===== config.mk =====
export PLATFORM = sky130hd
export DESIGN_NAME = tmhq_ctrl
export DESIGN_NICKNAME = d
export VERILOG_FILES = /design/src/hw/rtl/tmhq_pkg.sv /design/src/hw/rtl/tmhq_ctrl.sv
export VERILOG_INCLUDE_DIRS = /design/src /design/src/hw/rtl
export SDC_FILE = /design/constraint.sdc
export NUM_CORES = 1
export LEC_CHECK = 0
export BUFFER_PORTS_ARGS = -buffer_cell sky130_fd_sc_hd__buf_4
export CELL_PAD_IN_SITES_DETAIL_PLACEMENT = 1
export CELL_PAD_IN_SITES_GLOBAL_PLACEMENT = 1
export CORE_AREA = 3 3 42 44
export CTS_CLUSTER_SIZE = 20
export DETAILED_ROUTE_END_ITERATION = 8
export DIE_AREA = 0 0 45 47
export MAX_ROUTING_LAYER = met4
export PLACE_DENSITY = 0.78
export SYNTH_ARGS = -nofsm -noshare
export SYNTH_HDL_FRONTEND = slang
export SYNTH_SLANG_ARGS = --single-unit

===== constraint.sdc =====
create_clock -name clk -period 3.7 [get_ports clk]
set_clock_uncertainty 0.1 [all_clocks]
set_input_delay 0.555 -clock clk [delete_from_list [all_inputs] [get_ports clk]]
set_output_delay 0.555 -clock clk [all_outputs]
set_load 0.03 [all_outputs]

===== src/hw/rtl/timestamp_min_heap_queue_unit_defines.svh =====
// Assertion macros used by the heap queue controller.
`ifndef TIMESTAMP_MIN_HEAP_QUEUE_UNIT_DEFINES_SVH
`define TIMESTAMP_MIN_HEAP_QUEUE_UNIT_DEFINES_SVH

// Implication checked at every rising edge outside reset.
`define TMHQ_ASSERT_IMPL(lbl, ante, cons) \
  lbl: assert property (@(posedge clk) disable iff (!rst_n) (ante) |-> (cons)) \
    else $error("tmhq assertion failed");

// Implication whose consequent is checked in the cycle after the antecedent.
`define TMHQ_ASSERT_NEXT(lbl, ante, cons) \
  lbl: assert property (@(posedge clk) disable iff (!rst_n) (ante) |=> (cons)) \
    else $error("tmhq assertion failed");

`endif


===== src/hw/rtl/tmhq_pkg.sv =====
package tmhq_pkg;

  localparam int TIME_W  = 32;
  localparam int TAG_W   = 45;
  localparam int FILL_W  = 7;

  typedef struct packed {
    logic        op;
    logic [31:0] due_time;
    logic [9:0]  slot_hint;
    logic [15:0] owner_id;
    logic [2:0]  word_count;
    logic [15:0] payload_ref;
  } in_word_t;

  typedef struct packed {
    logic [1:0]  status;
    logic [31:0] out_time;
    logic [9:0]  out_slot;
    logic [15:0] out_owner;
    logic [2:0]  out_words;
    logic [15:0] out_payload;
    logic [6:0]  fill_level;
  } out_word_t;

  localparam logic       OP_PUSH = 1'b0;
  localparam logic       OP_POP  = 1'b1;
  localparam logic [1:0] ST_OK    = 2'd0;
  localparam logic [1:0] ST_EMPTY = 2'd1;
  localparam logic [1:0] ST_FULL  = 2'd2;

  typedef enum logic [2:0] {
    S_IDLE,
    S_CHECK,
    S_POP_LD,
    S_UP_RD,
    S_UP_CMP,
    S_DN_RD,
    S_DN_CMP
  } state_t;

  // Controller -> datapath commands
  typedef enum logic [1:0] {
    MUX_NONE,
    MUX_ENT,
    MUX_UP,
    MUX_DN
  } wmux_t;

  typedef struct packed {
    logic  load_in;
    logic  clear_res;
    logic  start_push;
    logic  rd_pop;
    logic  load_root;
    logic  rd_up;
    logic  rd_dn;
    wmux_t wmux;
    logic  set_full;
    logic  set_empty;
  } cmd_t;

  typedef struct packed {
    logic op;
    logic empty;
    logic full;
    logic pos_root;
    logic up_stop;
    logic dn_stop;
  } stat_t;

endpackage


===== src/hw/rtl/tmhq_ctrl.sv =====
module tmhq_ctrl (
  input  logic            clk,
  input  logic            rst_n,
  input  logic            in_valid,
  output logic            in_ready,
  output logic            out_valid,
  input  logic            out_ready,
  input  tmhq_pkg::stat_t stat,
  output tmhq_pkg::cmd_t  cmd
);
  import tmhq_pkg::*;
  `include "timestamp_min_heap_queue_unit_defines.svh"

  state_t state_r, state_nxt;
  logic   ov_r, ov_nxt;

  always_ff @(posedge clk) begin
    if (!rst_n) begin
      state_r <= S_IDLE;
      ov_r    <= 1'b0;
    end else begin
      state_r <= state_nxt;
      ov_r    <= ov_nxt;
    end
  end

  always_comb begin
    state_nxt = state_r;
    ov_nxt    = ov_r && !out_ready;
    cmd       = '0;
    cmd.wmux  = MUX_NONE;
    in_ready  = 1'b0;
    case (state_r)
      S_IDLE: begin
        in_ready = !ov_r || out_ready;
        if (in_valid && in_ready) begin
          cmd.load_in   = 1'b1;
          cmd.clear_res = 1'b1;
          state_nxt     = S_CHECK;
        end
      end
      S_CHECK: begin
        if (stat.op == OP_PUSH) begin
          if (stat.full) begin
            cmd.set_full = 1'b1;
            ov_nxt       = 1'b1;
            state_nxt    = S_IDLE;
          end else begin
            cmd.start_push = 1'b1;
            state_nxt      = S_UP_RD;
          end
        end else if (stat.empty) begin
          cmd.set_empty = 1'b1;
          ov_nxt        = 1'b1;
          state_nxt     = S_IDLE;
        end else begin
          cmd.rd_pop = 1'b1;
          state_nxt  = S_POP_LD;
        end
      end
      S_POP_LD: begin
        cmd.load_root = 1'b1;
        if (stat.empty) begin
          ov_nxt    = 1'b1;
          state_nxt = S_IDLE;
        end else begin
          state_nxt = S_DN_RD;
        end
      end
      S_UP_RD: begin
        if (stat.pos_root) begin
          cmd.wmux  = MUX_ENT;
          ov_nxt    = 1'b1;
          state_nxt = S_IDLE;
        end else begin
          cmd.rd_up = 1'b1;
          state_nxt = S_UP_CMP;
        end
      end
      S_UP_CMP: begin
        if (stat.up_stop) begin
          cmd.wmux  = MUX_ENT;
          ov_nxt    = 1'b1;
          state_nxt = S_IDLE;
        end else begin
          cmd.wmux  = MUX_UP;
          state_nxt = S_UP_RD;
        end
      end
      S_DN_RD: begin
        cmd.rd_dn = 1'b1;
        state_nxt = S_DN_CMP;
      end
      S_DN_CMP: begin
        if (stat.dn_stop) begin
          cmd.wmux  = MUX_ENT;
          ov_nxt    = 1'b1;
          state_nxt = S_IDLE;
        end else begin
          cmd.wmux  = MUX_DN;
          state_nxt = S_DN_RD;
        end
      end
      default: state_nxt = S_IDLE;
    endcase
  end

  assign out_valid = ov_r;

  `TMHQ_ASSERT_IMPL(a_no_accept_busy, state_r != S_IDLE, !in_ready)
  `TMHQ_ASSERT_IMPL(a_no_out_busy, state_r != S_IDLE, !out_valid)
  `TMHQ_ASSERT_NEXT(a_out_hold, out_valid && !out_ready, out_valid)
  `TMHQ_ASSERT_NEXT(a_accept_starts, in_valid && in_ready, state_r == S_CHECK)
endmodule


# After elaboration in Yosys (flattened, before gate mapping)
# Cells that the tools add are included.
[totals]
out_inout_bits = 13
regBits = 4
[op_classes]
n_reduce_logical = 6
eq_ne = 7
muxes = 37
[ops]
columns = ["op", "count"]
rows = [
  ["$pmux W3 S7", 1],
  ["$mux W1", 20],
  ["$mux W2", 9],
  ["$mux W3", 5],
  ["$eq A3 B3 Y1 const B", 3],
  ["$eq A3 B2 Y1 const B", 2],
  ["$pmux W2 S3", 1],
  ["$pmux W1 S5", 1],
  ["$eq A3 B1 Y1 const B", 1],
  ["$logic_not A3 Y1", 1],
  ["$logic_and A1 B1 Y1", 2],
  ["$logic_not A1 Y1", 2],
  ["$ne A2 B2 Y1 const B", 1],
  ["$logic_or A1 B1 Y1", 1],
]

# Logic depth before layout (Yosys ltp)
# Gate-level depths: netlist of the first run.
[depth]
depth_word = 5
depth_mapped = 4

# Worst setup path before layout of the first run
# No wires, ideal clock.
[synth_timing]
path_type = "register to output"
startpoint = "register state_r[0]"
endpoint = "output port cmd[5] in the netlist's numbering"
path_slack_ps = 1442
path_buffers = 1
stages_incl_launch_ff = 3
arrival_time_ps = 1603
required_ps = 3045
path_cell_list = "dfxtp_1 > clkbuf_1 > nor4b_1"
[synth_lines]
columns = ["item", "line_no", "source"]
rows = [
  ["from (decl)", "tmhq_ctrl.sv:14", "state_t state_r, state_nxt;"],
  ["from (signal assigned)", "tmhq_ctrl.sv:22", "state_r <= state_nxt;"],
  ["to (decl)", "tmhq_ctrl.sv:9", "output tmhq_pkg::cmd_t cmd"],
]

==> results of run 1 <==
==> worst max-delay path: stages, from the launching register on <==
cell	delay, ps
dfxtp_1	510
or3b_4	450
nor3_1	150
buf_4	190
==> worst max path at each step <==
stage,from,to,cells after the start
floorplan,state_r[0],cmd[5],2
global placement,state_r[0],cmd[7],3
detailed placement,state_r[0],cmd[7],3
CTS,state_r[1],cmd[5],3
global route,state_r[1],cmd[5],3
finish,state_r[0],cmd[7],3
==> logic make-up (layout without fill, tap and decap cells) <==
| family | Yosys count | in the layout |
|---|---|---|
| multiplexers | 3 | 3 |
| buffers and inverters | 7 | 28 |
| AND/OR/NAND/NOR | 26 | 26 |
| AO/OA/AOI/OAI | 13 | 13 |
| flip-flops | 4 | 4 |
==> through the flow <==
step | hold WS, ps | total power, µW | cell area (µm²) | util
after detailed placement | 492 | 117 | 566 | 0.384
after global placement | 509 | 116 | 566 | 0.384
after global routing | 478 | 181 | 588 | 0.400
final | 481 | 169 | 588 | 0.400
after floorplan | 509 | 92.1 | 402 | -
after CTS | 472 | 172 | 588 | 0.400
==> placed cells by master, fill, tap and decap left out, types with 3 or more instances in the layout <==
cell type	instances
o21ai_0	4
dfxtp_1	4
nor2b_1	3
nor3b_1	4
nor2_1	3
inv_1	3
nand2_1	3
buf_4	22
clkbuf_4	3
==> routing by layer <==
layer / global-route usage / up-vias / routed length, µm / part of all wire
li1: - / 236 / - / -
met3: 0.0230 / 0 / 86 / 0.074
met5: - / - / 0 / 0
met1: 0.164 / 215 / 518 / 0.44
met4: 0.0175 / 0 / 0 / 0
met2: 0.220 / 14 / 563 / 0.48
==> area by class of cell <==
class	instances	area, µm²	share of cell area
Clock buffer	3	22.5	0.0383
Timing Repair Buffer	22	165	0.281
Multi-Input combinational cell	42	289	0.491
Sequential cell	4	80.1	0.136
Tap cell	16	20.0	0.0340
Inverter	3	11.3	0.0191
==> registers in the layout, indices dropped and copies added, names as in the netlist <==
register   flops
state_r        3
out_valid      1
==> power breakdown <==
part           switching, µW  leakage [µW]  internal [µW]
logic                   34.8      0.000214           29.0
clock network           17.0     0.0000138           36.2
registers               5.68     0.0000326           46.1
==> results.sh, run 1 <==
export IMPL_dp_hpwl_um=931
export IMPL_grt_pass1_wl_mm=2.00
export IMPL_pin_count=23
export IMPL_n_fill_cell=201
export IMPL_routed_wl_mm=1.17
export IMPL_grtUsageTotal=0.130
export IMPL_synthAdderAreaFrac=0
export IMPL_min_period_ps=2180
export IMPL_yosysTopAreaCell="dfxtp_1"
export IMPL_synth_compound_area_frac=0.231
export IMPL_ir_worst_vdd_v=0.000123
export IMPL_finalCritPeriodShare=0.589
export IMPL_synth_simple_area_share=0.411
export IMPL_maxCapViolCount=0
export IMPL_ant_nets=0
export IMPL_cts_setup_buffers=0
export IMPL_synth_seq_area_share=0.199
export IMPL_cts_root_buf="clkbuf_4"
export IMPL_cts_sinks=4
export IMPL_drt_iter0_markers=8
export IMPL_synth_edf_count=0
export IMPL_pre_cts_ws_ps=1780
export IMPL_nets=86
export IMPL_place_congestion=0.753
export IMPL_critPathCaptureType="primary output"
export IMPL_tns_ps=0
export IMPL_path_class="reg -> out"
export IMPL_dr_total_vias=465
export IMPL_synth_xor_area_frac=0
export IMPL_synthCells=53
export IMPL_report_final_slew_viol_count=0
export IMPL_insertion_delay_ps=230
export IMPL_drc=0
export IMPL_syn_nets=63
export IMPL_hp_start="rst_n"
export IMPL_fmax_mhz=459
export IMPL_hp_class="in -> reg"
export IMPL_worstMarginPinSlew_ps=432
export IMPL_viasPerCell=5.17
export IMPL_start_util=0.273
export IMPL_port_buffers=22
export IMPL_cp_start_kind="flop"
export IMPL_wl_per_cell_um=13.0
export IMPL_synth_common_cells="dfxtp_1, nor3b_1, o21ai_0"
export IMPL_htreeDepth=1
export IMPL_syn_avg_cell_area_um2=7.58
export IMPL_r2r_slack_ps=2050
export IMPL_synth_seq_cells=4
export IMPL_die_w_um=45
export IMPL_drive_gt1_frac=0.378
export IMPL_antenna_cells=0
export IMPL_hold_end="out_valid"
export IMPL_rows=14
export IMPL_grt_overflow_total=0
export IMPL_ys_types=27
export IMPL_die_area_mm2=0.00212
export IMPL_synth_mux_area_fraction=0.0779
export IMPL_cts_tree="yes"
export IMPL_r2r_start="state_r[0]"
export IMPL_leakage_uw=0.000260
export IMPL_ff2ff_path_depth=3
export IMPL_ctsResizeCount=0
export IMPL_finalHoldViolCount=0
export IMPL_cts_buffer_depth=2
export IMPL_p_per_area_mw_per_mm2=287
export IMPL_async_reset_ff_frac=0
export IMPL_status="complete, no violations"
export IMPL_antenna_found_initial=0
export IMPL_synth_top_area_share=0.199
export IMPL_rsz0062_at_grt="no"
export IMPL_path_max_fanout=13
export IMPL_hold_buffers=0
export IMPL_crit_arrival_ps=1520
export IMPL_syn_cell_area_um2=402
export IMPL_setup_violations=0
export IMPL_r2r_end="state_r[1]"
export IMPL_ys_flop_type="dfxtp_1"
export IMPL_cts_buffers=3
export IMPL_clk_pin_slew_ps=40
export IMPL_grt_pass1_vias=451
export IMPL_yosysWarnings=0
export IMPL_grt_max_degree=16
export IMPL_synthTopCellsByArea="dfxtp_1, nor3b_1, mux2i_1"
export IMPL_coreArea_mm2=0.00147
export IMPL_dp_cells=87
export IMPL_die_h_um=47
export IMPL_cp_required_ps=3040
export IMPL_min_delay_path_depth=3
export IMPL_syn2layout_area_growth_pct=46.4
export IMPL_finalWorstSetupSlack_ps=1520
export IMPL_synth_top_family_by_area="simple AND/OR/NAND/NOR gates"
export IMPL_drt_pass1_iter_count=2
export IMPL_stdcell_count=90
export IMPL_relSlewSlack=0.709
Note: power is estimated with default switching activity, not from simulation.
==> inputs of run 2 (changes only) <==
CORE_AREA = 3 3 43 45   (was 3 3 42 44)
DIE_AREA = 0 0 46 48   (was 0 0 45 47)
PLACE_DENSITY = 0.75   (was 0.78)
clock period = 2.2 ns   (was 3.7 ns; I/O delays follow)
==> run 2 against run 1 <==
Register-to-register slack worse by 1500 ps. Hold slack worse by 240 ps. Sequential power is 69% higher. Setup slack worse by 1300 ps. Count of clock-buffer cells in the layout stayed put. Critical path depth stayed put. Die area is 4.4% higher. Routed wire length is 2.7% higher. Utilization is 0.93 points lower. First-iteration DRC count stayed put.
==> results.sh, run 2 (same netlist as run 1, synthesis figures left out) <==
export IMPL_drt_pass1_iter_count=5
export IMPL_dr_total_vias=471
export IMPL_insertion_delay_ps=240
export IMPL_relSlewSlack=0.702
export IMPL_cp_start_kind="flop"
export IMPL_cts_buffer_depth=2
export IMPL_holdWs_ps=240
export IMPL_internal_power_uw=187
export IMPL_die_area_mm2=0.00221
export IMPL_hp_class="in -> reg"
export IMPL_cts_setup_buffers=0
export IMPL_routed_wl_mm=1.20
export IMPL_cts_root_buf="clkbuf_4"
export IMPL_n_fill_cell=198
export IMPL_wl_met2_um=530
export IMPL_setup_violations=0
export IMPL_min_period_ps=1980
export IMPL_slowest_delay_ps=530
export IMPL_layout_commonest_cell="buf_4"
export IMPL_antenna_found_initial=0
export IMPL_switching_power_uw=98.7
export IMPL_rows=14
export IMPL_drt_iter0_markers=8
export IMPL_crit_chain="or3b_4, nor3_1, buf_4"
export IMPL_path_max_fanout=13
export IMPL_dp_hpwl_um=928
export IMPL_worst_path_buf_inv=1
export IMPL_critPathCaptureType="primary output"
export IMPL_status="complete, no violations"
export IMPL_place_area_um2=566
export IMPL_p_seq_frac=0.307
export IMPL_grt_max_degree=16
export IMPL_tns_ps=0
export IMPL_largest_reg_flops=3
export IMPL_layout_common_cells="buf_4, nor3b_1, o21ai_0, dfxtp_1"
export IMPL_grt_pass1_wl_mm=1.86
export IMPL_cp_slowest_cell="dfxtp_1"
export IMPL_finalCritPeriodShare=0.902
export IMPL_ir_worst_vdd_v=0.000321
export IMPL_crit_family="simple AND/OR/NAND/NOR gates"
export IMPL_grt_pass1_vias=424
export IMPL_viasPerCell=5.23
export IMPL_wl_met1_um=576
export IMPL_ctsResizeCount=0
export IMPL_grtUsageTotal=0.121
export IMPL_place_congestion=0.767
export IMPL_wl_per_cell_um=13.3
export IMPL_cts_buffers=3
export IMPL_pwr_share_clk=0.318
export IMPL_die_w_um=46
export IMPL_syn2layout_area_growth_pct=46.4
export IMPL_clk_pin_slew_ps=40
export IMPL_path_class="reg -> out"
export IMPL_route_met3_wl_um=80
export IMPL_combPwrFrac=0.375
export IMPL_ant_nets=0
export IMPL_cts_sinks=4
export IMPL_finalHoldViolCount=0
export IMPL_start_util=0.267
export IMPL_maxCapViolCount=0
export IMPL_switching_share=0.345
export IMPL_coreArea_mm2=0.00151
export IMPL_worstMarginPinSlew_ps=447
export IMPL_drive_gt1_frac=0.378
export IMPL_hold_buffers=0
export IMPL_crit_arrival_ps=1550
export IMPL_top_layer="met4"
export IMPL_top_register="state_r"
export IMPL_rsz0062_at_grt="no"
export IMPL_htreeDepth=1
export IMPL_pin_count=23
export IMPL_port_buffers=22
export IMPL_report_final_slew_viol_count=0
export IMPL_final_cell_area_um2=588
export IMPL_drc=0
export IMPL_cts_tree="yes"
export IMPL_p_per_area_mw_per_mm2=486
export IMPL_cp_required_ps=1770
export IMPL_antenna_cells=0
export IMPL_leakage_uw=0.000260
export IMPL_fmax_mhz=504
export IMPL_grt_overflow_total=0
export IMPL_die_h_um=48
export IMPL_nets=86
[run 2: cell counts in the layout (fill, tap and decap cells not counted)]
No cell type changed its count.
[run 2: worst reg2reg max path: cells and delay by family (launching register included)]
kind               cells  cell delay [ps]
AOI/OAI and AO/OA      2              520
DFF                    1              530
and+or+nand+nor        1              450
[run 2: cell type report]
| type | instances | area [µm²] | area share |
|---|---|---|---|
| flip-flops and latches | 4 | 80.1 | 0.136 |
| clock buffers | 3 | 22.5 | 0.0383 |
| inverters | 3 | 11.3 | 0.0191 |
| multi-input cells | 42 | 289 | 0.491 |
| well taps | 16 | 20.0 | 0.0340 |
| repair buffers | 22 | 165 | 0.281 |
[run 2: path summary, 6_finish.rpt]
check	from	to	slack [ps]	cells after the start
max	state_r[0]	cmd[7]	220	3
min	rst_n	out_valid	240	3
max reg2reg	state_r[0]	state_r[1]	520	3
min reg2reg	out_valid	out_valid	500	2
[run 2: routing by layer]
metal | vias to the layer above | GRT usage
met5 | - | -
met4 | 0 | 0.0170
met3 | 2 | 0.0451
met2 | 15 | 0.181
met1 | 216 | 0.156
li1 | 238 | -
[run 2: stage by stage]
step                instances  setup WS, ps  utilization  total power (µW)
finish                     90           216        0.390               286
CTS                        90           224        0.390               292
global route               90           108        0.390               306
global placement           87           520        0.375               195
floorplan                  53           167            -               155
detailed placement         87           494        0.375               196
[run 2: power by group through the flow]
stage | registers [µW] | clock network (µW) | logic [µW]
global placement | 87.7 | 0 | 107
CTS | 87.4 | 96.3 | 108
global route | 88.8 | 102 | 115
finish | 87.8 | 90.8 | 107
detailed placement | 88.5 | 0 | 108
floorplan | 84.1 | 0 | 70.8
